==> src/hdl/bba_pkg.sv <==
// Shared types and constants for the bitmap block allocator.
`default_nettype none
package bba_pkg;

  // Bitmap geometry: 32-bit words, MSB of a word is its lowest block
  localparam int unsigned MAP_BITS  = 65536;
  localparam int unsigned MAP_BYTES = MAP_BITS / 8;
  localparam int unsigned MAP_WORDS = MAP_BITS / 32;
  localparam int unsigned WA_W      = $clog2(MAP_WORDS);

  // Field widths
  localparam int unsigned BLK_W   = 17;  // alloc base, block total, block limit
  localparam int unsigned CNT_W   = 32;  // free count and net allocation count
  localparam int unsigned IDX_W   = 16;  // block_index and block_number
  localparam int unsigned ADDR_W  = 13;  // map_byte_address
  localparam int unsigned CFG_W   = 32;  // config write data
  localparam int unsigned CFGI_W  = 2;   // config register index

  localparam logic [31:0] WORD_MSB = 32'h8000_0000;

  typedef enum logic [1:0] {
    MODE_ALLOC = 2'd0,
    MODE_FREE  = 2'd1,
    MODE_LOAD  = 2'd2,
    MODE_RSVD  = 2'd3
  } bba_mode_t;

  typedef enum logic [1:0] {
    RES_OK            = 2'd0,
    RES_NO_SPACE      = 2'd1,
    RES_OUT_OF_RANGE  = 2'd2,
    RES_ALREADY_CLEAR = 2'd3
  } bba_status_t;

  typedef enum logic [CFGI_W-1:0] {
    CFG_DATA_START    = 2'd0,
    CFG_TOTAL_BLOCKS  = 2'd1,
    CFG_INIT_FREE     = 2'd2,
    CFG_UNUSED        = 2'd3
  } bba_cfg_idx_t;

  typedef enum logic [2:0] {
    S_CLEAR  = 3'd0,
    S_IDLE   = 3'd1,
    S_DECODE = 3'd2,
    S_EVAL   = 3'd3,
    S_FINISH = 3'd4
  } bba_state_t;

  // Controller to datapath
  typedef struct packed {
    logic clr_wr;   // write zero to the current word during the clearing pass
    logic accept;   // capture the input transaction
    logic decode;   // pick start word, preset early result
    logic eval;     // act on the word just read
    logic advance;  // step to the next word
    logic finish;   // move the result into the output register
  } bba_cmd_t;

  // Datapath to controller
  typedef struct packed {
    logic clr_last;    // clearing pass is on the last word
    logic early_done;  // result is known without a bitmap access
    logic is_alloc;
    logic found;       // free bit found in the current word
    logic last_word;   // current word is the last one in the alloc range
    logic out_ready;   // output register can take a result
  } bba_sts_t;

endpackage
`default_nettype wire

==> src/hdl/bba_ctrl.sv <==
// Controller state machine for the bitmap block allocator.
`default_nettype none
module bba_ctrl (
  input  wire logic              clk,
  input  wire logic              rst_n,
  input  wire logic              in_valid,
  output logic                   in_stall,
  input  wire bba_pkg::bba_sts_t sts,
  output bba_pkg::bba_cmd_t      cmd
);
  import bba_pkg::*;

  bba_state_t state_r, state_nxt;
  logic       scan_more;

  // Alloc keeps scanning while no free bit is found and words remain
  assign scan_more = sts.is_alloc && !sts.found && !sts.last_word;

  // Next state
  always_comb begin
    state_nxt = state_r;
    case (state_r)
      S_CLEAR:  if (sts.clr_last) state_nxt = S_IDLE;
      S_IDLE:   if (in_valid) state_nxt = S_DECODE;
      S_DECODE: state_nxt = sts.early_done ? S_FINISH : S_EVAL;
      S_EVAL:   if (!scan_more) state_nxt = S_FINISH;
      S_FINISH: if (sts.out_ready) state_nxt = S_IDLE;
      default:  state_nxt = S_IDLE;
    endcase
  end

  // Outputs
  always_comb begin
    cmd         = '0;
    cmd.clr_wr  = (state_r == S_CLEAR);
    cmd.advance = (state_r == S_CLEAR) || ((state_r == S_EVAL) && scan_more);
    cmd.accept  = (state_r == S_IDLE) && in_valid;
    cmd.decode  = (state_r == S_DECODE);
    cmd.eval    = (state_r == S_EVAL);
    cmd.finish  = (state_r == S_FINISH) && sts.out_ready;
    in_stall    = (state_r != S_IDLE);
  end

  always_ff @(posedge clk) begin
    if (!rst_n) begin
      state_r <= S_CLEAR;
    end else begin
      state_r <= state_nxt;
    end
  end

endmodule
`default_nettype wire

==> config.mk <==
export PLATFORM = sky130hd
export DESIGN_NAME = bba_ctrl
export DESIGN_NICKNAME = d
export VERILOG_FILES = /design/src/hdl/bba_pkg.sv /design/src/hdl/bba_ctrl.sv
export SDC_FILE = /design/constraint.sdc
export NUM_CORES = 1
export LEC_CHECK = 0
export ABC_AREA = 1
export BUFFER_PORTS_ARGS = -buffer_cell sky130_fd_sc_hd__buf_4
export CAP_MARGIN = 20
export CORE_AREA = 2 2 39 41
export CTS_CLUSTER_DIAMETER = 150
export DETAILED_ROUTE_END_ITERATION = 10
export DIE_AREA = 0 0 41 43
export SLEW_MARGIN = 10
export SYNTH_ARGS = -nofsm -noshare
export SYNTH_HDL_FRONTEND = slang
export SYNTH_SLANG_ARGS = --single-unit
==> constraint.sdc <==
create_clock -name clk -period 0.98 [get_ports clk]
set_input_delay 0.049 -clock clk [delete_from_list [all_inputs] [get_ports clk]]
set_output_delay 0.049 -clock clk [all_outputs]
set_load 0.005 [all_outputs]
# Yosys cells after proc, flatten, opt, wreduce, memory -nomap -nowiden
# Cells that the tools add are included.
# W data, S select, Z words.
[classes] n_reduce_logical=10 mux=6 eq_ne=9
[op_table] op="$mux W3" count=5
[op_table] op="$pmux W3 S5" count=1
[op_table] op="$ne A2 B2 Y1 const B" count=4
[op_table] op="$eq A3 B2 Y1 const B" count=2
[op_table] op="$logic_and A1 B1 Y1" count=5
[op_table] op="$reduce_and A4 Y1" count=1
[op_table] op="$eq A3 B1 Y1 const B" count=1
[op_table] op="$eq A3 B3 Y1 const B" count=1
[op_table] op="$logic_not A3 Y1" count=1
[op_table] op="$ne A3 B1 Y1 const B" count=1
[op_table] op="$logic_not A1 Y1" count=2
[op_table] op="$logic_or A1 B1 Y1" count=1
[word_totals] regBits=3 wordCells=26 input_bits=9 out_inout_bits=7

# Depth between registers and ports, before layout
# Gate-level depths: netlist of the first run.
[logic_depth] word_depth=5 depth_mapped=9 mapped_depth_nobuf=9

# Worst setup path after synthesis of the first run
# OpenSTA, ideal clock, no wires.
[synth_timing] path_kind="reg2reg" from="register state_r[2]" to="register state_r[2]" slack_ps=-64 path_buffers=0 period_less_slack_ps=1044 arrival_ps=931 setup_ps=113 required_ps=867 stages_incl_launch_ff=8 path_cell_list="dfxtp_1 inv_1 nand3b_1 nand2_2 nor2_4 nand2_1 nand2_1 nor2_1"
[synth_between] elab_chain_len=3 elab_cells_between_ends=11 classes_between="eq/ne (8); mux (1); reduce/logical (2)"
[synth_rtl] element="from (decl)" line_no="bba_ctrl.sv:13" rtl="bba_state_t state_r, state_nxt;"
[synth_rtl] element="from (signal assigned)" line_no="bba_ctrl.sv:48" rtl="state_r <= state_nxt;"
[synth_rtl] element="$eq A3 B2 Y1 (tied with other cells)" line_no="bba_ctrl.sv:22" rtl="case (state_r)"
[synth_rtl] element="$ne A2 B2 Y1 (no source line)"
[synth_rtl] element="$reduce_and A4 Y1 (no source line)"
# Parallel ways exist; a longest one is shown, timed or not.
# A chain may end at the register's enable or synchronous reset.

==> results.py, run 1 <==
metrics = {
    "yosys": {
        "synth_area_leaders": "dfxtp_1 23%, nand2_1 16%, nor2_1 16%, inv_1 11%, nand2_2 7.1%",
        "synth_area_sq_um": 265,
        "yosysSeqAreaShare_pct": 22.6,
        "synth-seq-cells": 3,
        "synth_area_leader_cell": "dfxtp_1",
        "syn-instance-count": 47,
        "yosysWarningCount": 0,
        "syn_avg_cell_area_sq_um": 5.64,
        "synth_nets": 56,
        "synth_top_area_share_pct": 22.6,
        "synth.distinct_cells": 14,
    },
    "placement": {
        "dp_slack_ns": -0.0896,
        "io_buffers": 15,
        "routabilityCongestion": 0.736,
        "dp_hpwl_um": 549,
        "placement.cell_area_sq_um": 449,
    },
    "drt": {
        "wl_per_cell_um": 9.08,
        "drc": 0,
        "ant_nets": 0,
        "viasPerCell": 4.21,
        "via_count": 383,
        "dr.pass1.iters": 2,
        "drt_iter0_drc": 3,
        "wl_um": 826,
    },
    "timing": {
        "relSlewSlack_pct": 86.3,
        "max_freq_mhz": 856,
        "finalCritPeriodShare_pct": 119,
        "rsz0062_at_grt": "yes",
        "hold_viol": 0,
        "tightest_slew_ns": 0.204,
        "fin_crit_ns": 1.17,
        "holdWs_ns": 0.0614,
        "worst_slack_ns": -0.188,
        "final-setup-viol-count": 10,
        "finClkSkew_ns": 0.00350,
        "drv_slew": 0,
    },
    "clocking": {
        "clkSinkCount": 3,
        "cts_made_buffers": 3,
        "cts_root_buffer": "clkbuf_4",
        "clk_latency_ns": 0.23,
        "clockBufferDepth": 2,
        "clk_pin_slew_ns": 0.04,
        "htreeDepth": 1,
        "tritoncts": "built",
    },
    "cells_and_area": {
        "top_regs": "state_r x3",
        "drive_gt1_share_pct": 61.3,
        "nFillCells": 146,
        "area_growth_pct": 115,
        "diodes": 0,
        "top_register": "state_r",
        "largest_reg_flops": 3,
        "nets": 85,
        "postLayoutCellArea_sq_um": 569,
        "final_util_pct": 41.1,
    },
    "die": {
        "dieArea_sq_um": 1760,
        "fp-row-count": 14,
        "ioPinCount": 16,
        "placeableCoreArea_sq_um": 1380,
        "initial_core_util_pct": 19.2,
        "die-width_um": 41,
        "die_h_um": 43,
    },
    "setup_path": {
        "r2r-start": "state_r[1]",
        "cp_data_arrival_time_ns": 1.12,
        "cp.required_ns": 0.93,
        "worstPathMaxFanout": 5,
        "slowest_delay_ns": 0.36,
        "worst_path_max_delay_cell": "dfxtp_4",
        "cp-startpoint": "state_r[1]",
        "cp-end-kind": "output port",
        "crit_chain": "buf_6, nor4_2, buf_4",
        "cp-start-kind": "flip-flop",
        "criticalPathCategory": "flip-flop to output port",
    },
    "power": {
        "power_switching_share_pct": 42.3,
        "p_int_w": 0.000995,
        "leakagePower_nw": 0.294,
        "p_switching_w": 0.000730,
        "worst_ir_drop_vdd_mv": 1.32,
        "combPwrFrac_pct": 67.4,
        "p_seq_share_pct": 20.6,
        "clockPowerShare_pct": 12.1,
        "p_per_area_nw_per_um2": 3030,
        "design_power_total_w": 0.00173,
    },
    "outcome": {
        "violations": "setup timing",
        "outcome": "finished with violations",
    },
    "global_route": {
        "grtUsageTotal_pct": 11.4,
        "antenna_found_initial": 0,
        "gr-total-overflow": 0,
        "grt_pass1_vias": 369,
        "grt_max_degree": 8,
        "grt_pass1_wl_um": 1370,
    },
    "worst_hold_path": {
        "holdCritPathClass": "input port to flip-flop",
        "min_from": "rst_n",
    },
    "flow_run": {
        "cap_violations": 0,
    },
}
==> worst max-delay path: cells and delay by family (launching register included) <==
kind	cells	cell delay (ns)
flops	1	0.36
buf+inv	2	0.27
simple gates	1	0.26
==> power groups by stage <==
stage,registers (W),logic (W),clock network [W]
2_1_floorplan,0.000270,0.000496,0
3_3_place_gp,0.000301,0.000868,0
3_5_place_dp,0.000298,0.000872,0
4_1_cts,0.000335,0.000998,0.000222
5_1_grt,0.000367,0.00130,0.000238
6_report,0.000355,0.00116,0.000208
==> through the flow <==
stage / TNS (ns) / cells
after detailed placement: -0.255 / 84
after floorplan: 0 / 47
after global routing: -1.78 / 91
final: -1.15 / 91
after global placement: -0.263 / 84
after CTS: -1.29 / 90
==> cells by family after synthesis <==
family / Yosys count / synth area share [%]
buf+inv: 8 / 11.3
flops: 3 / 22.6
compound gates: 2 / 4.72
simple gates: 34 / 61.3
==> worst paths after layout <==
path	end	slack (ns)	cells past startpoint
worst max-delay path	cmd[0]	-0.19	3
worst min-delay path	state_r[1]	0.06	3
worst max register to register	state_r[2]	-0.13	9
worst min register to register	state_r[1]	0.55	2
==> layout by cell type (no fill, tap or decap), drive strengths merged <==
cell    count
o21ai       1
dfxtp       3
nand2      14
buf        24
nor2       13
nor4        1
nand3       3
nor3        2
nand3b      1
o21bai      1
clkbuf      4
inv         8
==> cell type report <==
cell class,instances,area [sq um],share of cell area [%]
flip-flops and latches,3,71.3,12.5
repair buffers,24,203,35.6
clock buffers,4,26.3,4.62
well taps,16,20.0,3.52
multi-input cells,36,216,38.0
inverters,8,32.5,5.71
==> timing repair <==
item,in CTS,in global routing
gates cloned,0,0
setup endpoints to repair,10,10
resized for setup,14,9
pin swaps,4,2
hold buffers,0,0
setup buffers,2,1
==> Yosys cell counts, drive strengths merged <==
library cell  number
nor4               1
nor2              13
o21bai             1
inv                8
nand3              3
dfxtp              3
nand2             14
nand3b             1
o21ai              1
nor3               2
==> layer usage <==
layer | vias to the layer above | part of all wire [%] | track usage, %
met5 | - | 0 | 0
met4 | 0 | 0 | 0
met3 | 0 | 9.0 | 7.85
met2 | 13 | 53 | 19.7
met1 | 169 | 38 | 11.5
li1 | 201 | - | -
(Power assumes the default switching activity.)
==> inputs of run 2 (changes only) <==
ABC_AREA = not set   (was 1)
==> run 2 against run 1 <==
Compared with the run above:
- critical path type unchanged
- largest power group unchanged
- critical endpoint is now cmd[1]
- register-to-register slack worse by 0.15 ns
- highest routed layer is now met4
- maximum frequency down 11%
- hold slack gained 0.014 ns
- wire length is 6.2% higher
- critical path depth grew 1
- the run still ends with setup timing left
- combinational power shrank 23%
- core utilization is 1.3 points higher
- die area did not move
- clock power up 4%
==> results.py, run 2 <==
metrics = {
    "global_route": {
        "grtUsageTotal_pct": 10.5,
        "grt_pass1_wl_um": 1260,
        "gr-total-overflow": 0,
        "grt_pass1_vias": 338,
        "antenna_found_initial": 0,
        "grt_max_degree": 8,
    },
    "clocking": {
        "clkSinkCount": 3,
        "clk_pin_slew_ns": 0.04,
        "clockBufferDepth": 2,
        "cts_root_buffer": "clkbuf_4",
        "postCtsHoldBufs": 0,
        "cts_made_buffers": 3,
        "clk_latency_ns": 0.23,
        "htreeDepth": 1,
        "tritoncts": "built",
    },
    "yosys": {
        "synth.distinct_cells": 21,
        "synth_nets": 44,
        "synth_edf_count": 0,
        "syn_avg_cell_area_sq_um": 8.11,
        "synth_area_sq_um": 284,
        "async_flop_share_pct": 0,
        "synth_area_leader_cell": "dfxtp_1",
        "syn-instance-count": 35,
        "synth_ff_type": "dfxtp_1",
        "synth-seq-cells": 3,
        "yosysSeqAreaShare_pct": 21.1,
        "synth_top_area_share_pct": 21.1,
        "synth.most_common_cell": "nand2_1",
        "synth_area_leaders": "dfxtp_1 21%, nand2_1 6.6%, a32oi_2 5.7%, nor2_1 5.3%, nor3b_1 5.3%",
        "synth_common_cells": "5 x nand2_1, 4 x nor2_1, 3 x dfxtp_1",
        "yosysWarningCount": 0,
    },
    "setup_path": {
        "worst_path_max_delay_cell": "dfxtp_4",
        "r2r-start": "state_r[2]",
        "crit_family": "flip-flops",
        "slowest_delay_ns": 0.35,
        "cp.required_ns": 0.93,
        "cp_data_arrival_time_ns": 1.26,
        "cp-start-kind": "flip-flop",
        "criticalPathCategory": "flip-flop to output port",
        "cp-end-kind": "output port",
        "critPathBufInv": 2,
        "crit_chain": "and3b_2, buf_6, a31o_4, buf_6",
        "worstPathMaxFanout": 4,
        "cpMostUsedCell": "buf_6",
        "cp-startpoint": "state_r[2]",
    },
    "timing": {
        "rsz0062_at_grt": "yes",
        "fin_crit_ns": 1.31,
        "hold_viol": 0,
        "finalCritPeriodShare_pct": 134,
        "max_freq_mhz": 763,
        "final-setup-viol-count": 10,
        "finClkSkew_ns": 0.00148,
        "relSlewSlack_pct": 79.8,
        "worst_slack_ns": -0.330,
        "tns_ns": -2.34,
        "tightest_slew_ns": 0.302,
        "drv_slew": 0,
    },
    "cells_and_area": {
        "top_register": "state_r",
        "layout_commonest_cell": "buf_4",
        "area_growth_pct": 107,
        "top_regs": "state_r x3",
        "nets": 71,
        "postLayoutCellArea_sq_um": 587,
        "layout_common_cells": "18 x buf_4, 7 x buf_6, 5 x nand2_1",
        "diodes": 0,
        "nFillCells": 135,
        "largest_reg_flops": 3,
        "drive_gt1_share_pct": 73.8,
    },
    "worst_hold_path": {
        "holdCritPathClass": "input port to flip-flop",
        "min_from": "rst_n",
    },
    "placement": {
        "routabilityCongestion": 0.872,
        "io_buffers": 15,
        "dp_hpwl_um": 559,
        "placement.cell_area_sq_um": 459,
    },
    "power": {
        "design_power_total_w": 0.00132,
        "worst_ir_drop_vdd_mv": 0.917,
        "p_per_area_nw_per_um2": 2250,
        "leakagePower_nw": 0.269,
    },
    "outcome": {
        "violations": "setup timing",
        "outcome": "finished with violations",
    },
    "drt": {
        "dr.pass1.iters": 4,
        "drc": 0,
        "via_count": 361,
        "wl_per_cell_um": 11.4,
        "ant_nets": 0,
        "wl_um": 877,
        "drt_iter0_drc": 4,
        "viasPerCell": 4.69,
    },
    "die": {
        "placeableCoreArea_sq_um": 1380,
        "die_h_um": 43,
        "dieArea_sq_um": 1760,
        "fp-row-count": 14,
        "ioPinCount": 16,
        "initial_core_util_pct": 20.5,
        "die-width_um": 41,
    },
    "flow_run": {
        "cap_violations": 0,
    },
}
-- run 2: cell types whose count changed after synthesis, moves of 3 or more --
cell and delta:
nand2_2 -3, nor2_1 -7, inv_1 -6, nand2_1 -6
-- run 2: through the flow --
step	hold WS (ns)	setup WS (ns)	std cells	util, %
2_1_floorplan	0.178	-0.259	35	-
3_3_place_gp	0.303	-0.243	71	33.2
3_5_place_dp	0.312	-0.270	71	33.2
4_1_cts	0.0675	-0.316	77	39.3
5_1_grt	0.0815	-0.364	77	42.4
6_report	0.0754	-0.330	77	42.4
-- run 2: area by class of cell --
type | instances | area (sq um) | area share [%]
tap | 16 | 20.0 | 3.41
multi-input combinational | 27 | 253 | 43.1
inverter | 2 | 7.51 | 1.28
timing repair buffer | 25 | 214 | 36.5
clock buffer | 4 | 26.3 | 4.48
sequential | 3 | 66.3 | 11.3
-- run 2: worst paths after layout --
check / depth (start not counted) / to / slack (ns)
hold reg to reg: 3 / state_r[1] / 0.63
hold / removal: 2 / state_r[0] / 0.08
setup / recovery: 4 / cmd[1] / -0.33
setup reg to reg: 4 / state_r[1] / -0.28
-- run 2: worst register-to-register path, cell delays in order, from the launching register on --
cell     delay [ns]
dfxtp_4        0.35
and3b_2        0.24
a32oi_4        0.22
o21a_4         0.19
mux2i_1        0.18
-- run 2: routing by layer --
layer,track usage (%),part of all wire [%]
met2,16.6,57
met4,8.00,1.6
met3,1.57,4.1
met5,0,0
met1,11.9,37
-- run 2: what timing repair did --
item                                    4_1_cts  5_1_grt
pin swaps                                     2        4
endpoints found under the setup margin       10       10
buffers inserted                              2        0
resized for setup                            13        8
-- run 2: power breakdown --
group / internal, W / leakage [nW] / switching (W)
clock network: 0.000153 / 0.0150 / 0.0000637
registers: 0.000166 / 0.0261 / 0.0000442
logic: 0.000563 / 0.228 / 0.000333
total: 0.000882 / 0.269 / 0.000441
-- run 2: logic make-up (layout without fill, tap and decap cells) --
group                  Yosys count  in the layout  synth area share [%]
and+or+nand+nor                 17             17                  36.6
AOI/OAI and AO/OA                8              8                  24.7
buffers and inverters            5             31                  10.1
DFF                              3              3                  21.1
muxes                            2              2                  7.49
